--- config.mk ---
export PLATFORM = sky130hd
export DESIGN_NAME = bmhr_check
export DESIGN_NICKNAME = d
export VERILOG_FILES = /design/src/hdl/bmhr_pkg.sv /design/src/hdl/bmhr_check.sv
export SDC_FILE = /design/constraint.sdc
export NUM_CORES = 2
export LEC_CHECK = 0
export BUFFER_PORTS_ARGS = -buffer_cell sky130_fd_sc_hd__buf_2
export CORE_AREA = 8 8 350 352
export DETAILED_ROUTE_END_ITERATION = 10
export DIE_AREA = 0 0 358 360
export PLACE_DENSITY_LB_ADDON = 0.2
export SETUP_SLACK_MARGIN = 0.15
export SYNTH_ARGS = -nofsm -noshare
export SYNTH_HDL_FRONTEND = slang
export SYNTH_SLANG_ARGS = --single-unit
--- constraint.sdc ---
create_clock -name vclk -period 13.4
set_input_delay 0.67 -clock vclk [all_inputs]
set_output_delay 0.67 -clock vclk [all_outputs]
set_load 0.05 [all_outputs]
--- src/hdl/bmhr_pkg.sv ---
// Shared types and constants for the button minimum-hold release filter.
// Used by bmhr_state, bmhr_check and button_min_hold_release_filter_core.
`default_nettype none

package bmhr_pkg;

    // Field widths of the stream payloads (fixed by the interface)
    localparam int unsigned BTN_FIELD_W = 24;
    localparam int unsigned NOW_W       = 32;
    localparam int unsigned HOLD_W      = 16;
    localparam int unsigned MODE_W      = 2;

    // Packed payload widths, padded to whole bytes
    localparam int unsigned S_DATA_RAW_W = NOW_W + BTN_FIELD_W + 1 + 2 * BTN_FIELD_W;
    localparam int unsigned S_DATA_W     = ((S_DATA_RAW_W + 7) / 8) * 8;
    localparam int unsigned M_DATA_RAW_W = 2 * BTN_FIELD_W + 1;
    localparam int unsigned M_DATA_W     = ((M_DATA_RAW_W + 7) / 8) * 8;

    // Parameter defaults
    localparam int unsigned NUM_BUTTONS_DEF = 24;
    localparam int unsigned TICK_BITS_DEF   = 32;

    localparam logic [HOLD_W-1:0] HOLD_RESET = 16'd40;

    typedef enum logic [MODE_W-1:0] {
        MODE_SEND  = 2'd0,
        MODE_DONE  = 2'd1,
        MODE_CHECK = 2'd2,
        MODE_CLEAR = 2'd3
    } mode_t;

    // Event strobe from the input stage to the state block
    typedef struct packed {
        logic  fire;
        mode_t mode;
        logic  ok;
    } evt_ctl_t;

endpackage

`default_nettype wire

--- src/hdl/bmhr_check.sv ---
// Per-button age check: one subtract-compare unit per button.
// Depends on bmhr_pkg.
`default_nettype none

module bmhr_check #(
    parameter int unsigned NUM_BUTTONS = bmhr_pkg::NUM_BUTTONS_DEF,
    parameter int unsigned TICK_BITS   = bmhr_pkg::TICK_BITS_DEF
) (
    input  wire logic [TICK_BITS-1:0]        now,
    input  wire logic [bmhr_pkg::HOLD_W-1:0] min_hold,
    input  wire logic [NUM_BUTTONS-1:0]      cur,
    input  wire logic [NUM_BUTTONS-1:0]      nxt,
    input  wire logic [TICK_BITS-1:0]        stamp [NUM_BUTTONS],
    input  wire logic [NUM_BUTTONS-1:0]      stamp_valid,
    output logic [NUM_BUTTONS-1:0]           held
);

    localparam int unsigned CMP_W =
        (TICK_BITS > bmhr_pkg::HOLD_W) ? TICK_BITS : bmhr_pkg::HOLD_W;

    logic [NUM_BUTTONS-1:0] rel;
    logic [TICK_BITS-1:0]   age [NUM_BUTTONS];

    always_comb begin
        rel = cur & ~nxt;
        for (int b = 0; b < NUM_BUTTONS; b++) begin
            // age wraps modulo 2^TICK_BITS
            age[b]  = now - stamp[b];
            held[b] = rel[b] && stamp_valid[b] && (CMP_W'(age[b]) < CMP_W'(min_hold));
        end
    end

endmodule

`default_nettype wire

### After elaboration in Yosys (flattened, before gate mapping)

Index checks and enable logic that the tools add are counted.

| cells by class | value |
|---|---|
| $add $sub $neg | 24 |
| order comparisons | 24 |
| bitwise gates (word level) | 2 |
| reductions and logical operators | 48 |

Operators by type and width:

| kind | number |
|---|---|
| 32-bit by 16-bit less-than comparator with 1-bit output | 24 |
| 32-bit subtractor | 24 |
| 1-bit logical AND | 48 |
| 24-bit AND | 1 |
| 24-bit inverter | 1 |

| word-level totals | value |
|---|---|
| register bits | 0 |
| input port bits | 888 |
| output and inout port bits | 24 |
| word-level logic and storage cells | 98 |

### Depth between registers and ports, before layout

| logic depth | value |
|---|---|
| depth after elaboration | 4 |
| depth in mapped cells | 26 |
| mapped depth without buffers | 26 |

### Worst setup path after synthesis

No wires, ideal clock.

| timing path | value |
|---|---|
| kind | input to output |
| from | input port now[1] |
| to | output port held[0] |
| data arrival time | 7458 ps |
| required time | 12730 ps |
| path slack | 5272 ps |
| cell stages on the path | 20 |
| buffers on the path | 0 |
| cell sequence | inv_1 -> fa_1 -> nor2b_1 -> o21ai_0 -> a21oi_1 -> o21a_1 -> a21o_1 -> or3_1 -> a31oi_1 -> xnor2_1 -> ha_1 -> and4_1 -> a221oi_1 -> nand4_1 -> a21oi_1 -> nand4_1 -> a2111oi_0 -> nor4b_1 -> nand4_1 -> a2111oi_0 |

| between the ends | value |
|---|---|
| longest elaborated chain between the ends | 3 |

RTL lines:

| element | RTL line | source |
|---|---|---|
| from (decl) | bmhr_check.sv:9 | `input wire logic [TICK_BITS-1:0] now,` |
| 32-bit subtractor | bmhr_check.sv:28 | `age[b] = now - stamp[b];` |
| 32-bit by 16-bit less-than comparator with 1-bit output | bmhr_check.sv:29 | `held[b] = rel[b] && stamp_valid[b] && (CMP_W'(age[b]) < CMP_W'(min_hold));` |
| 1-bit logical AND | bmhr_check.sv:29 |  |
| to (decl) | bmhr_check.sv:15 | `output logic [NUM_BUTTONS-1:0] held` |

No other way between the ends.

### Final worst setup path

Ends and elaborated chain as after synthesis.

==> reports/qor.yml <==
dp_hpwl_um: 182400
die_w_um: 358
gr-total-overflow: 0
maxCapViolCount: 0
setup_viol: 0
cp_data_required_time_ps: 12730
antenna_found_initial: 104
fp.dieH_um: 360
nClkBuffers: 0
drc: 0
status: "finished clean"
hp-class: "input port to primary output"
drtIter0Drc: 5224
setup_slack_ps: 5871
grt_max_degree: 26
final_cell_mix: "ha_1 (1104), inv_1 (969), buf_2 (912)"
crit_start: "now[1]"
arrival_ps: 6860
grt_pass1_wl_um: 330800
syn_area_mm2: 0.04891
finalInstanceArea_mm2: 0.05557
synth_area_leaders: "ha_1 (28%), inv_1 (7.6%), a21oi_1 (7.5%)"
layout-drive-gt1-share_pct: 13.21
ff_latch_area_um2: 0
grt_pass1_vias: 55290
avgSynthCellArea_um2: 6.813
vias: 58050
synth.distinct_cells: 104
cts_hold_buf: 0
fmax_ghz: 0.1328
ys_warn_count: 0
placed_area_mm2: 0.05540
max_slew_margin_pct: 30.44
synth.net_count: 9194
ant_nets: 0
wl_per_cell_um: 23.56
min-delay-start: "stamp[415]"
area_delta_synth_final_pct: 13.63
start_kind: "input port"
grt_util_all_layers_pct: 32.82
cts_setup_buffers: 0
tns_ps: 0
die-area_mm2: 0.1289
fin_nets: 10050
multi_input_area_mm2: 0.04476
portBuffers: 912
yosys.area.top_type: "ha_1"
fillCellCount: 12350
dp_slack_ps: 5904
start_util_pct: 41.81
final_cells: 9638
p_leak_uw: 0.02920
final_common_cell: "ha_1"
yosysTopAreaCellShare_pct: 28.24
rows: 126
rsz0062_at_grt: "no"
final_hold_viol_count: 0
vdd_ir_drop_max_uv: 20.67
gp_congestion: 0.9779
io-pin-count: 912
powerDensity_mw_per_mm2: 51.66
routed_wl_um: 227100
firstDrtPassIters: 8
syn_inst: 7178
cts-resized-gates: 0
dp_cells: 9570
critPathCaptureType: "primary output"
n_sequential_cell: 0
maxSlewViolCount: 0
cp_max_fo: 25
layout_worst_path_cycle_share_pct: 56.19
core_area_mm2: 0.1170
worst_pin_slew_ps: 1017
crit_type: "input port to primary output"
ys_seq_area_share_pct: 0
vias_per_cell: 6.023
finalCriticalPeriod_ps: 7529
-- kinds of logic (layout without fill, tap and decap cells) --
group / Yosys count / after routing / share of synthesized area (%)
mux: 63 / 63 / 1.312
simple gates: 1956 / 1956 / 19.97
fa+ha+maj: 1128 / 1128 / 29.23
other cells: 0 / 68 / 0
compound gates: 2448 / 2448 / 32.40
xor+xnor: 481 / 481 / 8.614
buf+inv: 1102 / 1958 / 8.481
-- power breakdown --
part,switching (µW),leakage [µW],internal [µW]
Combinational,1680,0.0292,1190
Clock,0,0.000000431,0.000668
Sequential,0,0,0
Total,1680,0.0292,1190
-- Yosys cell counts, types with 95 or more instances --
library cell,instances
nor2_1,461
o21a_1,135
nor3_1,132
a31oi_1,95
inv_1,986
xnor2_1,313
ha_1,1104
nand3_1,197
xor2_1,168
o21ai_0,427
nand2b_1,134
nand4_1,145
a21oi_1,735
a21o_1,317
clkbuf_1,106
nand2_1,447
nor2b_1,134
-- worst paths after layout --
| check | slack (ps) | depth (start not counted) | endpoint |
|---|---|---|---|
| max | 5870 | 24 | held[0] |
| min | 1880 | 5 | held[11] |
-- area by class of cell --
class                           count  area share (%)
Multi-Input combinational cell   6076           80.54
Timing Repair Buffer              970           9.019
Inverter                          988           6.676
Tap cell                         1536           3.458
Antenna cell                       68          0.3062
-- layer usage --
layer | part of all wire [%] | global-route usage [%] | up-vias
met3 | 7.8 | 4.284 | 543
met5 | 0.092 | 0 | -
li1 | - | - | 28050
met4 | 6.2 | 16.97 | 30
met1 | 41 | 41.47 | 26930
met2 | 45 | 54.15 | 2490
-- metrics by stage --
| stage | utilization (%) | power, µW | hold slack [ps] |
|---|---|---|---|
| 2_1_floorplan | - | 2000 | 1705 |
| 3_3_place_gp | 47.36 | 2776 | 1867 |
| 3_5_place_dp | 47.36 | 2807 | 1879 |
| 4_1_cts | 47.36 | 2825 | 1879 |
| 5_1_grt | 47.43 | 3183 | 1902 |
| 6_report | 47.51 | 2871 | 1878 |
-- critical path, stage by stage --
cell	delay, ps
buf_2	110
buf_4	280
clkinv_2	80
buf_4	550
fa_1	350
nor2b_1	60
o21ai_0	230
a21oi_1	150
o21a_1	230
a21o_1	190
or3_1	310
a31oi_1	200
xnor2_1	150
ha_1	250
and4_1	210
a221oi_1	310
nand4_1	130
a21oi_1	160
nand4_1	140
a2111oi_0	320
nor4b_1	300
nand4_1	150
a2111oi_0	880
buf_2	420
Power figures use the tool's default switching activity.
