## src/hdl/bmhr_pkg.sv

```systemverilog
// Shared types and constants for the button minimum-hold release filter.
// Used by bmhr_state, bmhr_check and button_min_hold_release_filter_core.
`default_nettype none

package bmhr_pkg;

    // Field widths of the stream payloads (fixed by the interface)
    localparam int unsigned BTN_FIELD_W = 24;
    localparam int unsigned NOW_W       = 32;
    localparam int unsigned HOLD_W      = 16;
    localparam int unsigned MODE_W      = 2;

    // Packed payload widths, padded to whole bytes
    localparam int unsigned S_DATA_RAW_W = NOW_W + BTN_FIELD_W + 1 + 2 * BTN_FIELD_W;
    localparam int unsigned S_DATA_W     = ((S_DATA_RAW_W + 7) / 8) * 8;
    localparam int unsigned M_DATA_RAW_W = 2 * BTN_FIELD_W + 1;
    localparam int unsigned M_DATA_W     = ((M_DATA_RAW_W + 7) / 8) * 8;

    // Parameter defaults
    localparam int unsigned NUM_BUTTONS_DEF = 24;
    localparam int unsigned TICK_BITS_DEF   = 32;

    localparam logic [HOLD_W-1:0] HOLD_RESET = 16'd40;

    typedef enum logic [MODE_W-1:0] {
        MODE_SEND  = 2'd0,
        MODE_DONE  = 2'd1,
        MODE_CHECK = 2'd2,
        MODE_CLEAR = 2'd3
    } mode_t;

    // Event strobe from the input stage to the state block
    typedef struct packed {
        logic  fire;
        mode_t mode;
        logic  ok;
    } evt_ctl_t;

endpackage

`default_nettype wire

```

## src/hdl/bmhr_state.sv

```systemverilog
// Delivery tracking state: in-flight mask, delivered mask, per-button press stamps.
// Depends on bmhr_pkg.
`default_nettype none

module bmhr_state #(
    parameter int unsigned NUM_BUTTONS = bmhr_pkg::NUM_BUTTONS_DEF,
    parameter int unsigned TICK_BITS   = bmhr_pkg::TICK_BITS_DEF
) (
    input  wire logic                   aclk,
    input  wire logic                   aresetn,
    input  wire bmhr_pkg::evt_ctl_t     evt,
    input  wire logic [TICK_BITS-1:0]   now,
    input  wire logic [NUM_BUTTONS-1:0] sent,
    output logic [TICK_BITS-1:0]        stamp [NUM_BUTTONS],
    output logic [NUM_BUTTONS-1:0]      stamp_valid
);

    logic [NUM_BUTTONS-1:0] inflight_reg,  inflight_next;
    logic                   inflight_v_reg, inflight_v_next;
    logic [NUM_BUTTONS-1:0] delivered_reg, delivered_next;
    logic                   delivered_v_reg, delivered_v_next;
    logic [NUM_BUTTONS-1:0] stamp_v_reg,   stamp_v_next;
    logic [TICK_BITS-1:0]   stamp_reg [NUM_BUTTONS];

    logic [NUM_BUTTONS-1:0] prev;
    logic [NUM_BUTTONS-1:0] pressed;
    logic [NUM_BUTTONS-1:0] released;
    logic                   note;

    always_comb begin
        prev     = delivered_v_reg ? delivered_reg : '0;
        pressed  = inflight_reg & ~prev;
        released = prev & ~inflight_reg;
        note     = evt.fire && (evt.mode == bmhr_pkg::MODE_DONE) && evt.ok && inflight_v_reg;

        inflight_next    = inflight_reg;
        inflight_v_next  = inflight_v_reg;
        delivered_next   = delivered_reg;
        delivered_v_next = delivered_v_reg;
        stamp_v_next     = stamp_v_reg;

        if (evt.fire) begin
            case (evt.mode)
                bmhr_pkg::MODE_SEND: begin
                    inflight_next   = sent;
                    inflight_v_next = 1'b1;
                end
                bmhr_pkg::MODE_DONE: begin
                    if (note) begin
                        stamp_v_next     = (stamp_v_reg | pressed) & ~released;
                        delivered_next   = inflight_reg;
                        delivered_v_next = 1'b1;
                    end
                    inflight_v_next = 1'b0;
                end
                bmhr_pkg::MODE_CLEAR: begin
                    inflight_next    = '0;
                    inflight_v_next  = 1'b0;
                    delivered_next   = '0;
                    delivered_v_next = 1'b0;
                    stamp_v_next     = '0;
                end
                default: begin
                end
            endcase
        end
    end

    always_ff @(posedge aclk) begin
        if (!aresetn) begin
            inflight_reg    <= '0;
            inflight_v_reg  <= 1'b0;
            delivered_reg   <= '0;
            delivered_v_reg <= 1'b0;
            stamp_v_reg     <= '0;
        end else begin
            inflight_reg    <= inflight_next;
            inflight_v_reg  <= inflight_v_next;
            delivered_reg   <= delivered_next;
            delivered_v_reg <= delivered_v_next;
            stamp_v_reg     <= stamp_v_next;
        end
    end

    // stamp values are only looked at behind their valid bit
    always_ff @(posedge aclk) begin
        for (int b = 0; b < NUM_BUTTONS; b++) begin
            if (note && pressed[b]) begin
                stamp_reg[b] <= now;
            end
        end
    end

    assign stamp       = stamp_reg;
    assign stamp_valid = stamp_v_reg;

endmodule

`default_nettype wire

```

## config.mk

```make
export PLATFORM = sky130hd
export DESIGN_NAME = bmhr_state
export DESIGN_NICKNAME = d
export VERILOG_FILES = /design/src/hdl/bmhr_pkg.sv /design/src/hdl/bmhr_state.sv
export SDC_FILE = /design/constraint.sdc
export NUM_CORES = 1
export LEC_CHECK = 0
export ABC_AREA = 1
export BUFFER_PORTS_ARGS = -buffer_cell sky130_fd_sc_hd__buf_4
export CORE_AREA = 2 2 331 333
export DETAILED_ROUTE_END_ITERATION = 7
export DIE_AREA = 0 0 333 335
export GPL_ROUTABILITY_DRIVEN = 0
export HOLD_SLACK_MARGIN = 0.02
export SYNTH_ARGS = -nofsm -noshare
export SYNTH_HDL_FRONTEND = slang
export SYNTH_SLANG_ARGS = --single-unit
```

## constraint.sdc

```tcl
create_clock -name aclk -period 2.6 [get_ports aclk]
set_input_delay 0.26 -clock aclk [delete_from_list [all_inputs] [get_ports aclk]]
set_output_delay 0.26 -clock aclk [all_outputs]
set_load 0.01 [all_outputs]
```

After elaboration in Yosys (flattened, before gate mapping). Index checks and enable logic that the tools add are counted.

Bitwise gates (word level): 7. Shift operators: 0. Magnitude comparators: 0. Add/subtract/negate cells: 0. Reduce and logical (&&, ||, !) cells: 35. Eq/ne operators: 3. Mux-type cells: 9. Divide/modulo/power cells: 0. Multiply operators: 0.

Operator list (count): one-hot mux 24 bit (2 select lines) (3); bitwise AND 24 bit (3); 2-to-1 mux 24 bit (3); inverter 24 bit (3); logical AND 1 bit (27); OR 24 bit (1); nonzero test 2 bit (3); one-hot mux 1 bit (2 select lines) (2); AND reduction 2 bit (2); AND reduction 3 bit (1); equality test 2 x 1 -> 1 bit, second input constant (1); equality test 2 bit, second input constant (1); logical NOT 2 bit (1); != test 2 bit, second input constant (1); OR reduction 2 bit (1); 2-to-1 mux 1 bit (1).

Register bits after elaboration: 842. Word-level logic and storage cells: 83. Memory bits (read-only): 0. Bits in latches: 0. RAM bits: 0. Memories: 0. Bits of input ports: 62.

Longest topological paths before layout. Gate-level depths: netlist of the first run.

Depth in word-level cells: 7. Mapped depth: 9. Depth with buffers taken out: 8.

Least setup slack after synthesis of the first run. OpenSTA, ideal clock, no wires.

Path type: input-to-reg. From: input evt[2] (netlist bit). To: register stamp_reg, in the netlist stamp[128] (enable). Data required time: 2179 ps. Path buffers: 1. Setup slack: -108 ps. Data arrival time: 2287 ps. Stages on the path: 5. Path through: inv_1 -> ha_1 -> nand4_1 -> clkbuf_1 -> nor2_1.

Cells in the longest elaborated chain, start to end: 5.

Ends and longest elaborated chain: from (decl) (RTL line bmhr_state.sv:11) `input wire bmhr_pkg::evt_ctl_t evt,`; equality test 2 x 1 -> 1 bit (RTL line bmhr_state.sv:34) `note = evt.fire && (evt.mode == bmhr_pkg::MODE_DONE) && evt.ok && inflight_v_reg;`; logical AND 1 bit (3 in a row) (RTL line bmhr_state.sv:34); logical AND 1 bit (RTL line bmhr_state.sv:88) `if (note && pressed[b]) begin`; to (signal, indexed assignment) (RTL line bmhr_state.sv:89) `stamp_reg[b] <= now;`; to (decl) (RTL line bmhr_state.sv:23) `logic [TICK_BITS-1:0] stamp_reg [NUM_BUTTONS];`.

Every way passes these cells. A chain may end at the register's enable or synchronous reset.

Final worst setup path of the first run.
From: input evt[2] (netlist bit). To: register stamp_reg, in the netlist stamp[459] (enable).

The elaborated chain is that of the path after synthesis.

==> flow_summary_export.csv, run 1 <==
group,metric,value,unit
outcome,outcome,"completed",
setup_path,crit_path_end,"stamp[459]$_DFFE_PP_",
power,clkPwrFrac,44.5,%
clock_tree,ctsResizeCount,0,
synthesis,synth_cell_types,20,
floorplanning,fp.dieH,335,um
placed_design,place_ws,450.3,ps
global_routing,grt.total_usage,16.67,%
setup_path,rrSetupSlack,660,ps
setup_path,crit_start,"evt[2]",
route,first_pass_iters,5,
timing,worstMarginPinSlew,535.7,ps
power,power_density,723.5,nW/um2
hold_path,min_path_type,"in2reg",
route,drtAntennaViolNets,0,
floorplanning,io_pins,854,
synthesis,synth.net_count,1457,
timing,min_period,1976,ps
setup_path,critPathRequiredTime,2950,ps
timing,rsz0062_at_grt,"false",
clock_tree,clock-sinks,842,
route,drcViolationCount,0,
placed_design,hpwl,66.56,mm
job,cap_violations,0,
final_layout,layout_commonest_cell,"buf_4",
global_routing,antenna_found_initial,3,
synthesis,synthTopCellsByArea,"edfxtp_1 85%, dfxtp_1 5.5%, nand2_1 1.7%, nand3_1 1.7%, inv_1 1.5%",
global_routing,grt_pass1_vias,15570,
final_layout,final_cell_area,39280,um2
clock_tree,clkTransAtPathRegs,60,ps
clock_tree,numCtsBuffers,89,
power,p_int,22.29,mW
timing,slew_headroom,64.28,%
route,drtIter0Drc,1440,
clock_tree,clk_latency,690,ps
global_routing,grt_max_degree,69,
floorplanning,start_util,24.97,%
timing,finalHoldViolations,0,
final_layout,drive_gt1_share,42.76,%
floorplanning,die_w,333,um
final_layout,layout_common_cells,"894 x buf_4, 768 x edfxtp_1, 125 x nand2_1",
setup_path,arrival,2330,ps
setup_path,rr_endpoint,"stamp[362]$_DFFE_PP_",
final_layout,layout.nets,2473,
synthesis,synth_top_area_share,85.45,%
power,power_leakage,14.72,nW
power,combPwrFrac,3.1,%
timing,report.final.slew_viol_count,0,
power,sw_frac_of_total,21.55,%
power,ir_worst_vdd,0.0004387,V
route,detail_route.wl_per_cell,25.13,um
synthesis,ys_seq_area_share,90.94,%
floorplanning,coreArea,108100,um2
clock_tree,htreeDepth,3,
floorplanning,die_area,111600,um2
synthesis,yosysTopAreaCell,"edfxtp_1",
global_routing,grt_pass1_wl,129.2,mm
floorplanning,placementRows,121,
synthesis,ys_ff_latch,842,
clock_tree,cts_buffer_depth,3,
placed_design,dpl_cell_area,35770,um2
setup_path,rr_worst_depth,5,
clock_tree,cts_root_buffer,"clkbuf_16",
timing,finalClockSkew,56.96,ps
power,seqPwrFrac,52.4,%
clock_tree,post_cts_buffers,0,
synthesis,syn_area,26990,um2
setup_path,start_kind,"input pin",
setup_path,r2r_start,"delivered_v_reg$_SDFFE_PN0P_",
setup_path,crit_path_end_kind,"flop",
setup_path,cp_max_fo,24,
route,viasPerCell,4.224,
timing,layout_setup_ws,624.1,ps
final_layout,largest_reg_flops,768,
clock_tree,cts_tree,"built",
timing,finalCritPeriodShare,75.99,%
route,drt_wl_total,97.84,mm
synthesis,synth_cells,1392,
synthesis,yosysWarningCount,0,
power,p_switching,6.124,mW
route,dr_total_vias,16450,
hold_path,min-delay-start,"now[17]",
timing,fmax,506.1,MHz
setup_path,worstSetupPathType,"in2reg",
synthesis,synth.avg_cell_area,19.39,um2
global_routing,grt_overflow,0,
timing,setup_viol,0,
placed_design,port_buffers,853,
final_layout,syn_to_final_growth,45.55,%
[worst min path at each step]
stage,end,slack (ps),cells after the start
after global routing,stamp[625]$_DFFE_PP_,70,1
final,stamp[625]$_DFFE_PP_,70,1
after detailed placement,delivered_reg[6]$_SDFFE_PN0P_,470,2
after global placement,delivered_reg[15]$_SDFFE_PN0P_,460,2
after CTS,stamp[625]$_DFFE_PP_,40,1
after floorplan,stamp[0]$_DFFE_PP_,360,0
[critical path, cell delays in order]
cell           delay [ps]
dlygate4sd3_1         540
buf_4                 150
inv_1                  50
ha_1                  190
nand4_1               160
buf_12                230
nor2_4                470
buf_12                220
[repair_timing]
item                                   in CTS  in global routing
setup endpoints to repair                   0                  0
endpoints found under the hold margin     767                  0
hold buffers                               58                  0
[metrics by stage]
stage	hold WS (ps)	cells	util (%)	power (mW)	TNS [ps]
2_1_floorplan	358.9	1392	-	15.51	-69100
3_3_place_gp	460.2	3673	33.09	15.99	0
3_5_place_dp	473.8	3673	33.09	16.00	0
4_1_cts	36.35	3893	36.34	28.71	0
5_1_grt	65.58	3893	36.34	29.32	0
6_report	72.71	3894	36.34	28.42	0
[logic make-up after synthesis]
| group | share of synthesized area, % |
|---|---|
| flip-flops | 90.94 |
| buffers and inverters | 2.332 |
| AND/OR/NAND/NOR | 4.849 |
| AO/OA/AOI/OAI | 1.738 |
| adder cells (fa/ha/maj) | 0.1391 |
[power by group through the flow]
stage / clock (mW) / sequential (mW) / combinational (mW)
finish: 12.6 / 14.9 / 0.878
global placement: 0 / 15.2 / 0.812
global route: 13.5 / 14.9 / 0.963
CTS: 12.9 / 14.9 / 0.890
floorplan: 0 / 15.2 / 0.318
detailed placement: 0 / 15.2 / 0.816
[per-layer routing]
layer	GRT usage [%]	routed length (um)	up-vias
met1	19.55	36860	8293
li1	-	-	7137
met4	5.853	2924	0
met2	29.27	50130	866
met5	0	0	-
met3	4.522	7923	152
[cell usage after synthesis]
library cell  count
ha_1              3
nand3_1          92
buf_1             5
dfxtp_1          74
nor2_4            1
nor2_1           95
edfxtp_1        768
nand2_1         125
buf_4             3
o21bai_4          1
nor3_1            1
clkbuf_1         16
a211oi_1         24
buf_2            17
inv_1           108
a21oi_1          53
inv_2             1
buf_6             3
o21ai_0           1
nand4_1           1
[layout make-up]
class / instances / area (um2)
fillers: 10150 / 68810
diodes: 1 / 2.502
clock inverters: 49 / 549.3
clock buffers: 113 / 2380
flip-flops and latches: 842 / 24540
repair buffers: 969 / 7632
well taps: 1414 / 1769
multi-input cells: 397 / 1996
inverters: 109 / 409.1
Note: power is estimated with default switching activity, not from simulation.
==> run 2: changes to the inputs <==
clock period = 1.9 ns   (was 2.6 ns; I/O delays follow)
==> run 2 against run 1 <==
Total power is 35% higher. First-iteration DRC count fell by 7.5%. Clock skew down 4.8 ps. Clock power is 34% higher. Combinational power is 39% higher. Critical endpoint is now inflight_v_reg$_SDFFE_PN0P_. Highest routed layer unchanged.
==> flow_summary_export.csv, run 2 (synthesis results as in run 1) <==
group,metric,value,unit
outcome,outcome,"completed",
setup_path,crit_path_end_kind,"flop",
final_layout,layout_common_cells,"875 x buf_4, 768 x edfxtp_1, 125 x nand2_1",
placed_design,hpwl,69.28,mm
global_routing,antenna_found_initial,3,
route,detail_route.wl_per_cell,25.43,um
power,power_density,971.3,nW/um2
setup_path,r2r_start,"delivered_v_reg$_SDFFE_PN0P_",
route,drtAntennaViolNets,0,
floorplanning,placementRows,121,
route,viasPerCell,4.260,
placed_design,dpl_cell_area,36170,um2
setup_path,rr_endpoint,"stamp[549]$_DFFE_PP_",
hold_path,min_path_cells,5,
timing,finalClockSkew,52.15,ps
timing,timing.hold.ws,84.76,ps
setup_path,arrival,2380,ps
power,power,38.49,mW
final_layout,syn_to_final_growth,46.83,%
floorplanning,die_area,111600,um2
final_layout,layout_commonest_cell,"buf_4",
clock_tree,htreeDepth,3,
clock_tree,clk_latency,680,ps
setup_path,start_kind,"input pin",
clock_tree,numCtsBuffers,88,
placed_design,dp.cells,3681,
floorplanning,die_w,333,um
clock_tree,clkTransAtPathRegs,60,ps
timing,finalHoldViolations,0,
timing,finalCritPeriodShare,94.50,%
timing,slew_headroom,35.68,%
final_layout,drive_gt1_share,43.11,%
hold_path,worstHoldEndpoint,"delivered_v_reg$_SDFFE_PN0P_",
placed_design,place_ws,33.11,ps
timing,min_period,1796,ps
floorplanning,start_util,24.97,%
setup_path,rrSetupSlack,110,ps
power,ir_worst_vdd,0.0005897,V
timing,worstMarginPinSlew,963.8,ps
final_layout,layout.nets,2482,
setup_path,critical_path.most_common_cell,"dlygate4sd3_1",
route,dr_total_vias,16640,
placed_design,port_buffers,853,
hold_path,min_path_type,"in2reg",
floorplanning,coreArea,108100,um2
job,cap_violations,0,
clock_tree,clock-sinks,842,
setup_path,cp_max_fo,3,
clock_tree,cts_buffer_depth,3,
timing,setup_viol,0,
global_routing,grt_overflow,0,
final_layout,layout.cells.non_filler,3905,
clock_tree,cts_tree,"built",
global_routing,grt_pass1_vias,15410,
setup_path,critPathRequiredTime,2480,ps
route,drtIter0Drc,1332,
setup_path,worstSetupPathType,"in2reg",
timing,fmax,556.9,MHz
power,power_leakage,14.83,nW
timing,layout_setup_ws,104.5,ps
setup_path,crit_slowest_cell,"dlygate4sd3_1",
global_routing,grt_max_degree,69,
setup_path,max_stage_delay,560,ps
clock_tree,cts_root_buffer,"clkbuf_16",
timing,rsz0062_at_grt,"false",
global_routing,grt_pass1_wl,131.1,mm
setup_path,crit_chain,"dlygate4sd3_1, buf_4, ha_1, dlygate4sd3_1, nor3_1, dlygate4sd3_1, nor2_1",
route,drcViolationCount,0,
final_layout,final_cell_area,39630,um2
timing,final.setup.tns,0,ps
timing,report.final.slew_viol_count,0,
setup_path,rr_worst_depth,5,
hold_path,min-delay-start,"evt[1]",
final_layout,largest_reg_flops,768,
route,first_pass_iters,5,
route,drt_wl_total,99.31,mm
floorplanning,fp.dieH,335,um
global_routing,grt.total_usage,16.97,%
floorplanning,io_pins,854,
final_layout,utilization,36.66,%
-- run 2: cell types whose count changed in the layout (fill, tap and decap cells not counted), sizes merged --
cell         delta
buf             +8
clkinv          +5
clkbuf          -3
dlygate4sd3     +2
inv             -2
bufinv          -1
clkinvlp        +1
diode           +1
-- run 2: what timing repair did --
action,4_1_cts,5_1_grt
hold endpoints to repair,790,0
buffers inserted,0,0
hold buffers,60,0
gates resized for setup,0,0
-- run 2: final cells by class --
cell class	instances	area (um2)
clock inverters	52	529.3
repair buffers	979	8050
multi-input cells	397	1996
fillers	10130	68470
diodes	2	5.005
well taps	1414	1769
flip-flops and latches	842	24540
inverters	109	409.1
clock buffers	110	2326
-- run 2: report_power, final --
part           switching (mW)  leakage (nW)  internal [mW]
Sequential             0.0685          7.51           20.3
Clock                    7.38          1.39           9.50
Combinational           0.829          5.93          0.393
Total                    8.28          14.8           30.2
-- run 2: per-layer routing --
metal	wire length [um]	track usage, %	vias up
met5	0	0	-
met4	2357	5.372	0
met3	7524	3.886	110
met2	49530	28.58	854
met1	39900	21.65	8508
li1	-	-	7164
-- run 2: worst max-delay path by stage --
stage,from,endpoint,cells past startpoint
after global placement,evt[2],stamp[724]$_DFFE_PP_,7
after detailed placement,evt[2],stamp[724]$_DFFE_PP_,7
after floorplan,evt[2],stamp[0]$_DFFE_PP_,4
after CTS,delivered_v_reg$_SDFFE_PN0P_,stamp[549]$_DFFE_PP_,5
final,evt[2],inflight_v_reg$_SDFFE_PN0P_,7
after global routing,delivered_v_reg$_SDFFE_PN0P_,stamp[549]$_DFFE_PP_,5
-- run 2: critical path, delay by kind of cell --
| family | cells | cell delay (ps) |
|---|---|---|
| adders and majority gates | 1 | 170 |
| buffers and inverters | 4 | 1810 |
| and+or+nand+nor | 2 | 200 |
